<file path="src/rtl/m6502s_pkg.sv">
// shared types, codes and decode table for the 6502 subset core
package m6502s_pkg;

  localparam int MEM_DEPTH = 65536;
  localparam int AW        = $clog2(MEM_DEPTH);

  localparam logic [AW-1:0] RESET_PC     = 16'hFFFC;
  localparam logic [7:0]    RESET_SP     = 8'hFF;
  localparam logic [7:0]    OPC_JMP_ABS  = 8'h4C;
  localparam logic [7:0]    STACK_PAGE   = 8'h01;

  localparam logic [1:0] CMD_WRITE = 2'd0;
  localparam logic [1:0] CMD_READ  = 2'd1;
  localparam logic [1:0] CMD_EXEC  = 2'd2;

  localparam logic [2:0] AM_IMM  = 3'd0;
  localparam logic [2:0] AM_ZP   = 3'd1;
  localparam logic [2:0] AM_ZPX  = 3'd2;
  localparam logic [2:0] AM_ZPY  = 3'd3;
  localparam logic [2:0] AM_ABS  = 3'd4;
  localparam logic [2:0] AM_ABX  = 3'd5;
  localparam logic [2:0] AM_ABY  = 3'd6;
  localparam logic [2:0] AM_NONE = 3'd7;

  localparam logic [3:0] OG_LDA  = 4'd0;
  localparam logic [3:0] OG_LDX  = 4'd1;
  localparam logic [3:0] OG_LDY  = 4'd2;
  localparam logic [3:0] OG_ADC  = 4'd3;
  localparam logic [3:0] OG_AND  = 4'd4;
  localparam logic [3:0] OG_ASL  = 4'd5;
  localparam logic [3:0] OG_ASLA = 4'd6;
  localparam logic [3:0] OG_JMP  = 4'd7;
  localparam logic [3:0] OG_JSR  = 4'd8;
  localparam logic [3:0] OG_RTS  = 4'd9;

  // datapath micro-operations, one per controller state
  localparam logic [4:0] UOP_CLR     = 5'd0;
  localparam logic [4:0] UOP_NOP     = 5'd1;
  localparam logic [4:0] UOP_ACCEPT  = 5'd2;
  localparam logic [4:0] UOP_WR      = 5'd3;
  localparam logic [4:0] UOP_RD      = 5'd4;
  localparam logic [4:0] UOP_RDW     = 5'd5;
  localparam logic [4:0] UOP_FOP     = 5'd6;
  localparam logic [4:0] UOP_DEC     = 5'd7;
  localparam logic [4:0] UOP_ZP_ADR  = 5'd8;
  localparam logic [4:0] UOP_AB_LO   = 5'd9;
  localparam logic [4:0] UOP_AB_HI   = 5'd10;
  localparam logic [4:0] UOP_EXRD    = 5'd11;
  localparam logic [4:0] UOP_EXEC    = 5'd12;
  localparam logic [4:0] UOP_PUSH_HI = 5'd13;
  localparam logic [4:0] UOP_PUSH_LO = 5'd14;
  localparam logic [4:0] UOP_PULL_LO = 5'd15;
  localparam logic [4:0] UOP_PULL_HI = 5'd16;
  localparam logic [4:0] UOP_RTS_END = 5'd17;
  localparam logic [4:0] UOP_DONE    = 5'd18;

  typedef struct packed {
    logic       ok;
    logic [3:0] grp;
    logic [2:0] mode;
  } dec_t;

  typedef struct packed {
    logic       clr_last;
    logic [1:0] cmd;
    logic       halt;
    dec_t       dec_now;
    dec_t       dec_r;
    logic       out_free;
  } ctrl_stat_t;

  typedef struct packed {
    logic [4:0] uop;
  } ctrl_cmd_t;

  typedef struct packed {
    logic [7:0]  read_data;
    logic [7:0]  acc;
    logic [7:0]  x_reg;
    logic [7:0]  y_reg;
    logic [15:0] prog_counter;
    logic [7:0]  stack_ptr;
    logic        flag_n;
    logic        flag_v;
    logic        flag_z;
    logic        flag_c;
    logic        halted;
  } out_t;

  function automatic dec_t decode(input logic [7:0] op);
    dec_t d;
    d = '{ok: 1'b1, grp: OG_LDA, mode: AM_NONE};
    case (op)
      8'hA9: begin d.grp = OG_LDA; d.mode = AM_IMM; end
      8'hA5: begin d.grp = OG_LDA; d.mode = AM_ZP; end
      8'hB5: begin d.grp = OG_LDA; d.mode = AM_ZPX; end
      8'hAD: begin d.grp = OG_LDA; d.mode = AM_ABS; end
      8'hBD: begin d.grp = OG_LDA; d.mode = AM_ABX; end
      8'hB9: begin d.grp = OG_LDA; d.mode = AM_ABY; end
      8'hA2: begin d.grp = OG_LDX; d.mode = AM_IMM; end
      8'hA6: begin d.grp = OG_LDX; d.mode = AM_ZP; end
      8'hB6: begin d.grp = OG_LDX; d.mode = AM_ZPY; end
      8'hAE: begin d.grp = OG_LDX; d.mode = AM_ABS; end
      8'hBE: begin d.grp = OG_LDX; d.mode = AM_ABY; end
      8'hA0: begin d.grp = OG_LDY; d.mode = AM_IMM; end
      8'hA4: begin d.grp = OG_LDY; d.mode = AM_ZP; end
      8'hB4: begin d.grp = OG_LDY; d.mode = AM_ZPX; end
      8'hAC: begin d.grp = OG_LDY; d.mode = AM_ABS; end
      8'hBC: begin d.grp = OG_LDY; d.mode = AM_ABX; end
      8'h69: begin d.grp = OG_ADC; d.mode = AM_IMM; end
      8'h65: begin d.grp = OG_ADC; d.mode = AM_ZP; end
      8'h75: begin d.grp = OG_ADC; d.mode = AM_ZPX; end
      8'h6D: begin d.grp = OG_ADC; d.mode = AM_ABS; end
      8'h7D: begin d.grp = OG_ADC; d.mode = AM_ABX; end
      8'h79: begin d.grp = OG_ADC; d.mode = AM_ABY; end
      8'h29: begin d.grp = OG_AND; d.mode = AM_IMM; end
      8'h25: begin d.grp = OG_AND; d.mode = AM_ZP; end
      8'h35: begin d.grp = OG_AND; d.mode = AM_ZPX; end
      8'h2D: begin d.grp = OG_AND; d.mode = AM_ABS; end
      8'h3D: begin d.grp = OG_AND; d.mode = AM_ABX; end
      8'h39: begin d.grp = OG_AND; d.mode = AM_ABY; end
      8'h0A: begin d.grp = OG_ASLA; end
      8'h06: begin d.grp = OG_ASL; d.mode = AM_ZP; end
      8'h16: begin d.grp = OG_ASL; d.mode = AM_ZPX; end
      8'h0E: begin d.grp = OG_ASL; d.mode = AM_ABS; end
      8'h1E: begin d.grp = OG_ASL; d.mode = AM_ABX; end
      8'h4C: begin d.grp = OG_JMP; d.mode = AM_ABS; end
      8'h20: begin d.grp = OG_JSR; d.mode = AM_ABS; end
      8'h60: begin d.grp = OG_RTS; end
      default: d.ok = 1'b0;
    endcase
    return d;
  endfunction

endpackage

</file>
<file path="src/rtl/m6502s_ctrl.sv">
// sequencer: steps each command through its memory accesses
module m6502s_ctrl (
  input  logic                   clk,
  input  logic                   rst_n,
  input  logic                   in_valid,
  output logic                   in_ready,
  input  m6502s_pkg::ctrl_stat_t stat,
  output m6502s_pkg::ctrl_cmd_t  cmd
);
  localparam logic [4:0] S_CLR     = 5'd0;
  localparam logic [4:0] S_IDLE    = 5'd1;
  localparam logic [4:0] S_DISP    = 5'd2;
  localparam logic [4:0] S_WR      = 5'd3;
  localparam logic [4:0] S_RD      = 5'd4;
  localparam logic [4:0] S_RDW     = 5'd5;
  localparam logic [4:0] S_FOP     = 5'd6;
  localparam logic [4:0] S_DEC     = 5'd7;
  localparam logic [4:0] S_ZP_ADR  = 5'd8;
  localparam logic [4:0] S_AB_LO   = 5'd9;
  localparam logic [4:0] S_AB_HI   = 5'd10;
  localparam logic [4:0] S_EXRD    = 5'd11;
  localparam logic [4:0] S_EXEC    = 5'd12;
  localparam logic [4:0] S_PUSH_HI = 5'd13;
  localparam logic [4:0] S_PUSH_LO = 5'd14;
  localparam logic [4:0] S_PULL_LO = 5'd15;
  localparam logic [4:0] S_PULL_HI = 5'd16;
  localparam logic [4:0] S_RTS_END = 5'd17;
  localparam logic [4:0] S_DONE    = 5'd18;

  logic [4:0] state_r, state_nxt;

  always_ff @(posedge clk) begin
    if (!rst_n) begin
      state_r <= S_CLR;
    end else begin
      state_r <= state_nxt;
    end
  end

  always_comb begin
    state_nxt = state_r;
    in_ready  = 1'b0;
    cmd.uop   = m6502s_pkg::UOP_NOP;
    case (state_r)
      S_CLR: begin
        cmd.uop = m6502s_pkg::UOP_CLR;
        if (stat.clr_last) state_nxt = S_IDLE;
      end
      S_IDLE: begin
        in_ready = 1'b1;
        if (in_valid) begin
          cmd.uop   = m6502s_pkg::UOP_ACCEPT;
          state_nxt = S_DISP;
        end
      end
      S_DISP: begin
        if (stat.cmd == m6502s_pkg::CMD_WRITE) state_nxt = S_WR;
        else if (stat.cmd == m6502s_pkg::CMD_READ) state_nxt = S_RD;
        else if (stat.cmd == m6502s_pkg::CMD_EXEC && !stat.halt) state_nxt = S_FOP;
        else state_nxt = S_DONE;
      end
      S_WR: begin
        cmd.uop   = m6502s_pkg::UOP_WR;
        state_nxt = S_DONE;
      end
      S_RD: begin
        cmd.uop   = m6502s_pkg::UOP_RD;
        state_nxt = S_RDW;
      end
      S_RDW: begin
        cmd.uop   = m6502s_pkg::UOP_RDW;
        state_nxt = S_DONE;
      end
      S_FOP: begin
        cmd.uop   = m6502s_pkg::UOP_FOP;
        state_nxt = S_DEC;
      end
      S_DEC: begin
        cmd.uop = m6502s_pkg::UOP_DEC;
        if (!stat.dec_now.ok) state_nxt = S_DONE;
        else if (stat.dec_now.grp == m6502s_pkg::OG_RTS) state_nxt = S_PULL_LO;
        else if (stat.dec_now.mode == m6502s_pkg::AM_NONE) state_nxt = S_DONE;
        else if (stat.dec_now.mode == m6502s_pkg::AM_IMM) state_nxt = S_EXRD;
        else if (stat.dec_now.mode == m6502s_pkg::AM_ZP ||
                 stat.dec_now.mode == m6502s_pkg::AM_ZPX ||
                 stat.dec_now.mode == m6502s_pkg::AM_ZPY) state_nxt = S_ZP_ADR;
        else state_nxt = S_AB_LO;
      end
      S_ZP_ADR: begin
        cmd.uop   = m6502s_pkg::UOP_ZP_ADR;
        state_nxt = S_EXRD;
      end
      S_AB_LO: begin
        cmd.uop   = m6502s_pkg::UOP_AB_LO;
        state_nxt = S_AB_HI;
      end
      S_AB_HI: begin
        cmd.uop = m6502s_pkg::UOP_AB_HI;
        if (stat.dec_r.grp == m6502s_pkg::OG_JMP) state_nxt = S_DONE;
        else if (stat.dec_r.grp == m6502s_pkg::OG_JSR) state_nxt = S_PUSH_HI;
        else state_nxt = S_EXRD;
      end
      S_EXRD: begin
        cmd.uop   = m6502s_pkg::UOP_EXRD;
        state_nxt = S_EXEC;
      end
      S_EXEC: begin
        cmd.uop   = m6502s_pkg::UOP_EXEC;
        state_nxt = S_DONE;
      end
      S_PUSH_HI: begin
        cmd.uop   = m6502s_pkg::UOP_PUSH_HI;
        state_nxt = S_PUSH_LO;
      end
      S_PUSH_LO: begin
        cmd.uop   = m6502s_pkg::UOP_PUSH_LO;
        state_nxt = S_DONE;
      end
      S_PULL_LO: begin
        cmd.uop   = m6502s_pkg::UOP_PULL_LO;
        state_nxt = S_PULL_HI;
      end
      S_PULL_HI: begin
        cmd.uop   = m6502s_pkg::UOP_PULL_HI;
        state_nxt = S_RTS_END;
      end
      S_RTS_END: begin
        cmd.uop   = m6502s_pkg::UOP_RTS_END;
        state_nxt = S_DONE;
      end
      S_DONE: begin
        cmd.uop = m6502s_pkg::UOP_DONE;
        if (stat.out_free) state_nxt = S_IDLE;
      end
      default: state_nxt = S_CLR;
    endcase
  end
endmodule

</file>
<file path="config.mk">
export PLATFORM = sky130hd
export DESIGN_NAME = m6502s_ctrl
export DESIGN_NICKNAME = d
export VERILOG_FILES = /design/src/rtl/m6502s_pkg.sv /design/src/rtl/m6502s_ctrl.sv
export SDC_FILE = /design/constraint.sdc
export NUM_CORES = 1
export LEC_CHECK = 0
export ABC_AREA = 1
export ABC_CLOCK_PERIOD_IN_PS = 3800
export BUFFER_PORTS_ARGS = -buffer_cell sky130_fd_sc_hd__buf_2
export CAP_MARGIN = 5
export CORE_UTILIZATION = 25
export DETAILED_ROUTE_END_ITERATION = 12
export SYNTH_ARGS = -nofsm -noshare
export SYNTH_HDL_FRONTEND = slang
export SYNTH_SLANG_ARGS = --single-unit
</file>
<file path="constraint.sdc">
create_clock -name clk -period 3.8 [get_ports clk]
set_input_delay 0.38 -clock clk [delete_from_list [all_inputs] [get_ports clk]]
set_output_delay 0.38 -clock clk [all_outputs]
set_load 0.005 [all_outputs]
</file>
### Yosys cells after proc, flatten, opt, wreduce, memory -nomap -nowiden

Cells that the tools add are included.

* bits in registers: 5
* RAM bits: 0
* memories kept: 0
* memory bits (read-only): 0
* logic and storage cells: 57
* bits in latches: 0

* bitwise operators: 0
* equal/unequal tests: 30
* multiply operators: 0
* add/sub/neg operators: 0
* reductions and logical operators: 9
* magnitude comparators: 0
* div/mod/pow operators: 0
* mux-type cells: 17
* shifts and indexed selects: 0

Operators with widths (count)
* case mux 5 bit (18 select lines): 1
* case mux 5 bit (15 select lines): 1
* two-way mux 5 bit: 10
* equality test 5 x 4 -> 1 bit (second input constant): 8
* equality test 5 x 3 -> 1 bit (second input constant): 4
* equality test 5 bit (second input constant): 3
* equality test 5 x 2 -> 1 bit (second input constant): 2
* equality test 4 bit (second input constant): 2
* equality test 3 x 2 -> 1 bit (second input constant): 2
* != test 2 bit (second input constant): 3
* equality test 5 x 1 -> 1 bit (second input constant): 1
* logical NOT 5 bit: 1
* OR reduction 5 bit: 1
* equality test 4 x 3 -> 1 bit (second input constant): 1
* two-way mux 2 bit: 2
* equality test 3 x 1 -> 1 bit (second input constant): 1
* equality test 3 bit (second input constant): 1
* logical NOT 3 bit: 1
* two-way mux 3 bit: 1
* AND reduction 3 bit: 1
* equality test 2 x 1 -> 1 bit (second input constant): 1
* equality test 2 bit (second input constant): 1
* logical NOT 2 bit: 1
* logical OR 1 bit: 2
* other kinds (3): 4

### Logic depth before layout (Yosys ltp)

Gate-level depths: netlist of the first run.

* word-level depth: 9
* depth in mapped cells: 10

### Least setup slack after synthesis of the first run

No wires, ideal clock.

* path type: reg2out
* start: reg state_r[1]
* end: out cmd[0] in the netlist's numbering
* arrival: 1.141 ns
* path slack: 2.279 ns
* required time: 3.420 ns
* stages on the path, launching flop included: 9
* path through: dfxtp_1 inv_1 nand2_1 inv_1 nand2_1 nor2_1 nor2_2 nand2_1 o31ai_1

RTL lines
* start: declaration: line m6502s_ctrl.sv:30 `logic [4:0] state_r, state_nxt;`
* start signal: assignment: line m6502s_ctrl.sv:36 `state_r <= state_nxt;`
* end: declaration: line m6502s_ctrl.sv:8 `output m6502s_pkg::ctrl_cmd_t cmd`

==> impl_metrics.tcl, run 1 <==
set metrics [dict create \
    grt_max_degree 8 \
    postCtsResizedCells 0 \
    syn_inst 146 \
    wl_mm 2.06 \
    port_buffers 25 \
    netlist_area_sq_um 738 \
    synth-xor-area-share_pct 0 \
    cp-start-kind "flop" \
    area_growth_pct 25.8 \
    placed_area_sq_um 902 \
    die_h_um 56.3 \
    dr_total_vias 967 \
    status "finished, final reports clean" \
    cp_slowest_cell "dfxtp_1" \
    grt_pass1_wl_mm 3.52 \
    cp_top_family "simple AND/OR/NAND/NOR gates" \
    cts_tree "built" \
    antenna_found_initial 0 \
    cap_violations 0 \
    ys_seq_elements 5 \
    core-area_sq_mm 0.00278 \
    avgSynthCellArea_sq_um 5.06 \
    setup_viol 0 \
    synthSimpleGateAreaFrac_pct 61.4 \
    synth_compound_area_share_pct 11.9 \
    post-route-min-period_ns 2.03 \
    synth_top_family_by_area "simple AND/OR/NAND/NOR gates" \
    die_w_um 56.3 \
    cp.buffers_inverters 2 \
    grt.total_usage_pct 13.6 \
    power.total_mw 0.405 \
    maxSlewViolCount 0 \
    worstHoldPathType "input port to flop" \
    synth_cell_types 20 \
    seq_area_frac_synth_pct 13.6 \
    cp.arrival_ns 1.65 \
    clk-insertion-delay-late_ns 0.24 \
    required_ns 3.42 \
    initial_core_util_pct 26.5 \
    post-place-cells 202 \
    critPathMaxFanout 6 \
    path_clk_slew_ns 0.04 \
    drcViolationCount 0 \
    regMostFlops "state_r" \
    post_cts_buffers 0 \
    end_kind "output pin" \
    tightest_slew_ns 0.343 \
    cts_made_buffers 3 \
    largest_reg_flops 5 \
    fin_cells 206 \
    power_density_mw_per_mm2 436 \
    layout-drive-gt1-share_pct 20.6 \
    hold_slack_ns 0.337 \
    clock-sinks 5 \
    ant_nets 0 \
    crit_path_frequent_cell "nand2_1" \
    grt_pass1_vias 895 \
    max_freq_ghz 0.493 \
    hold_viol_final 0 \
    root_buffer "clkbuf_4" \
    die_area_sq_mm 0.00317 \
    cpPeakStageDelay_ns 0.34 \
    grt_overflow_total 0 \
    via_per_inst 4.69 \
    synthAdderAreaFrac_pct 0 \
    crit_chain "nor2_1 -> nand2_1 -> inv_1 -> nand2_1 -> nand3_1 -> nor3_1 -> o31ai_1 -> buf_2" \
    fin_skew_ns 0.0000773 \
    finish.instance_area_sq_um 928 \
    reg_top3 "state_r (5)" \
    synth.mux.area_fraction_pct 0 \
    num_antenna_cells 0 \
    dp_hpwl_mm 1.80 \
    postCtsHoldBufs 0 \
    leakagePower_nw 0.563 \
    wl_per_cell_um 10.0 \
    place_congestion 0.922 \
    max-slew-margin-rel_pct 76.9 \
    setup_tns_ns 0 \
    fin_nets 200 \
    dr.pass1.iters 4 \
    clockBufferDepth 2 \
    ir_drop_mv 0.284 \
    rsz0062_at_grt "no" \
    syn_nets 170 \
    fin_crit_sh_pct 53.4 \
    htreeDepth 1 \
    yosys_warnings 0 \
    ios 30 \
    criticalPathCategory "flop to output pin" \
    rows 19 \
    dr.first_iter.drc_count 16 \
]
-- report_power, final --
group,internal [mW],switching (mW)
clock network,0.0396,0.0209
registers,0.0649,0.0226
logic,0.103,0.154
total,0.207,0.197
-- area by class of cell --
type | count | area (sq um)
Tap cell | 31 | 38.8
Clock buffer | 4 | 26.3
Multi-Input combinational cell | 115 | 541
Inverter | 26 | 97.6
Fill cell | 332 | 1850
Timing Repair Buffer | 25 | 125
Sequential cell | 5 | 100
-- routing by layer --
layer  global-route usage, %  up-vias  wire length [um]
li1                        -      522                 -
met1                    17.8      425              1020
met2                    24.3       18               968
met3                   0.922        2                58
met4                    3.14        0                19
met5                       0        -                 0
-- stage by stage --
step	utilization [%]	worst slack, ns
floorplan	-	2.28
global placement	32.4	2.01
detailed placement	32.4	2.04
CTS	33.4	1.78
global route	33.4	1.59
finish	33.4	1.77
-- kinds of logic (layout without fill, tap and decap cells) --
group | after synthesis | in the layout
DFF | 5 | 5
and+or+nand+nor | 100 | 100
buffers and inverters | 26 | 55
AOI/OAI and AO/OA | 15 | 15
-- worst register-to-register path, delay by kind of cell, from the launching register on --
family                 cells  cell delay (ns)
AO/OA/AOI/OAI              2             0.19
flip-flops                 1             0.34
AND/OR/NAND/NOR            4             0.74
buffers and inverters      1             0.11
-- worst paths after layout --
kind	start	endpoint	slack (ns)	depth (start not counted)
min reg2reg	state_r[1]$_SDFFE_PN0P_	state_r[3]$_SDFFE_PN0P_	0.77	4
max	state_r[2]$_SDFFE_PN0P_	cmd[0]	1.77	8
max reg2reg	state_r[2]$_SDFFE_PN0P_	state_r[0]$_SDFFE_PN0P_	2.32	7
min	rst_n	state_r[4]$_SDFFE_PN0P_	0.34	3
-- synth_stat cells --
master,instances,area [sq um]
nand2_4,1,11.3
o21bai_1,1,7.51
nand2_1,37,139
nor3_1,3,15.0
a41oi_1,1,8.76
nand3_2,1,10.0
o31ai_1,1,7.51
nand4_1,3,18.8
nor2_1,29,109
inv_1,26,97.6
a21oi_1,5,25.0
and2_1,2,12.5
o2111ai_1,1,8.76
dfxtp_1,5,100
o21ai_0,4,20.0
nand2_2,1,6.26
o21ai_1,2,10.0
nand3b_1,4,30.0
nor2_2,5,31.3
nand3_1,14,70.1
-- cells in the final DEF (no fill, tap or decap), types with 2 or more instances in the layout --
cell type / Yosys / routed
inv_1: 26 / 26
o21ai_0: 4 / 4
nor3_1: 3 / 3
buf_2: 0 / 25
o21ai_1: 2 / 2
clkbuf_4: 0 / 3
nand3b_1: 4 / 4
nand3_1: 14 / 14
and2_1: 2 / 2
nor2_2: 5 / 5
nand4_1: 3 / 3
nand2_1: 37 / 37
a21oi_1: 5 / 5
nor2_1: 29 / 29
dfxtp_1: 5 / 5
Power figures use the tool's default switching activity.
==> inputs of run 2 (changes only) <==
--- a/config.mk
+++ b/config.mk
@@ -6,7 +6,7 @@
 export NUM_CORES = 1
 export LEC_CHECK = 0
 export ABC_AREA = 1
-export ABC_CLOCK_PERIOD_IN_PS = 3800
+export ABC_CLOCK_PERIOD_IN_PS = 2000
 export BUFFER_PORTS_ARGS = -buffer_cell sky130_fd_sc_hd__buf_2
 export CAP_MARGIN = 5
 export CORE_UTILIZATION = 25
==> constraint.sdc (replaced) <==
create_clock -name clk -period 2 [get_ports clk]
set_input_delay 0.2 -clock clk [delete_from_list [all_inputs] [get_ports clk]]
set_output_delay 0.2 -clock clk [all_outputs]
set_load 0.005 [all_outputs]
==> run 2 against run 1 <==
Net effect:
- via count grew 0.21%
- largest cell class unchanged
- sequential cell count is the same
- critical endpoint unchanged
- clock power grew 96%
- power grew 91%
- routed wire length shrank 4.2%
- clock skew is essentially flat
- sequential share of layout area is essentially flat
- die area is the same
==> impl_metrics.tcl, run 2 (synthesis gave the netlist of run 1 again) <==
set metrics [dict create \
    wl_per_cell_um 9.54 \
    max-slew-margin-rel_pct 75.2 \
    leakagePower_nw 0.567 \
    ios 30 \
    port_buffers 25 \
    critPathMaxFanout 4 \
    r2r_start "state_r[2]$_SDFFE_PN0P_" \
    die_w_um 56.3 \
    power_density_mw_per_mm2 827 \
    cts_made_buffers 3 \
    ir_drop_mv 0.518 \
    grt_pass1_vias 851 \
    area_growth_pct 26.9 \
    hold_depth 3 \
    worstHoldPathType "input port to flop" \
    initial_core_util_pct 26.5 \
    final_util_pct 33.7 \
    root_buffer "clkbuf_4" \
    hold_viol_final 0 \
    post-route-min-period_ns 1.82 \
    cts_tree "built" \
    criticalPathCategory "flop to output pin" \
    cap_violations 0 \
    num_antenna_cells 0 \
    multi_input_comb_area_sq_um 541 \
    cp.arrival_ns 1.62 \
    drcViolationCount 0 \
    grt.total_usage_pct 13.3 \
    r2r_cells 9 \
    dr.pass1.iters 4 \
    required_ns 1.80 \
    dp_hpwl_mm 1.75 \
    power.total_mw 0.775 \
    end_kind "output pin" \
    n_fill_cell 315 \
    die_area_sq_mm 0.00317 \
    ant_nets 0 \
    grt_max_degree 8 \
    maxSlewViolCount 0 \
    die_h_um 56.3 \
    dr_total_vias 969 \
    rows 19 \
    reg_top3 "state_r (5)" \
    final-seq-area_sq_um 101 \
    grt_overflow_total 0 \
    place_congestion 0.966 \
    r2r_slack_ns 0.59 \
    grt_pass1_wl_mm 3.37 \
    max_freq_ghz 0.548 \
    clockBufferDepth 2 \
    layout-drive-gt1-share_pct 21.6 \
    holdPathEnd "state_r[4]$_SDFFE_PN0P_" \
    postCtsHoldBufs 0 \
    via_per_inst 4.68 \
    tightest_slew_ns 0.368 \
    place_ws_ns 0.423 \
    htreeDepth 1 \
    min-delay-start "rst_n" \
    rsz0062_at_grt "no" \
    cp-start-kind "flop" \
    path_clk_slew_ns 0.04 \
    status "finished, final reports clean" \
    mostFrequentLayoutCells "37 x nand2_1, 29 x nor2_1, 26 x inv_1" \
    setup_ws_ns 0.175 \
    setup_viol 0 \
    core-area_sq_mm 0.00278 \
    timing.rr.end "state_r[4]$_SDFFE_PN0P_" \
    fin_crit_sh_pct 91.2 \
    dr.first_iter.drc_count 33 \
    antenna_found_initial 0 \
    regMostFlops "state_r" \
    setup_tns_ns 0 \
    fin_nets 201 \
    clock-sinks 5 \
    hold_slack_ns 0.149 \
    final_common_cell "nand2_1" \
    clk-insertion-delay-late_ns 0.24 \
    largest_reg_flops 5 \
    fin_skew_ns 0.0000727 \
    wl_mm 1.97 \
]
[run 2: cell types whose count changed in the layout (fill, tap and decap cells not counted)]
| cell | before | now |
|---|---|---|
| dfxtp_2 | 0 | 1 |
| dfxtp_1 | 5 | 4 |
| buf_4 | 0 | 1 |
[run 2: routing by layer]
layer / part of all wire (%) / vias to the layer above / global-route usage, %
met5: 0 / - / 0
li1: - / 523 / -
met3: 4.0 / 4 / 0.922
met1: 48 / 414 / 17.7
met2: 45 / 28 / 21.8
met4: 2.1 / 0 / 6.27
[run 2: final cells by class]
type                    instances  share of cell area [%]
well taps                      31                    4.14
clock buffers                   4                    2.80
inverters                      26                    10.4
repair buffers                 26                    14.2
multi-input cells             115                    57.7
flip-flops and latches          5                    10.8
[run 2: worst max-delay path by stage]
stage | to | slack [ns] | startpoint
3_5_place_dp | cmd[0] | 0.42 | state_r[1]$_SDFFE_PN0P_
2_1_floorplan | cmd[0] | 0.66 | state_r[1]$_SDFFE_PN0P_
5_1_grt | cmd[0] | 0.04 | state_r[4]$_SDFFE_PN0P_
3_3_place_gp | cmd[0] | 0.41 | state_r[4]$_SDFFE_PN0P_
6_report | cmd[0] | 0.18 | state_r[3]$_SDFFE_PN0P_
4_1_cts | cmd[0] | 0.15 | state_r[1]$_SDFFE_PN0P_
[run 2: where the power goes]
group          internal, mW  total, mW  switching [mW]
Clock                0.0756      0.119          0.0438
Combinational         0.198      0.488           0.289
Sequential            0.125      0.168          0.0426
Total                 0.399      0.775           0.376
[run 2: repair_timing]
item	4_1_cts	5_1_grt
buffers inserted	0	0
hold endpoints to repair	0	0
setup endpoints to repair	0	1
resized for setup	0	1
[run 2: metrics by stage]
stage                     instances  cell area (sq um)
after floorplan                 146                738
after global placement          203                910
after detailed placement        203                910
after CTS                       207                936
after global routing            207                937
final                           207                937
[run 2: worst max-delay path, cell delays in order (launching register included)]
cell     delay, ns
dfxtp_1       0.35
inv_1         0.09
nor2_1        0.18
inv_1         0.10
o21ai_0       0.33
nor3_1        0.11
o31ai_1       0.07
buf_2         0.15
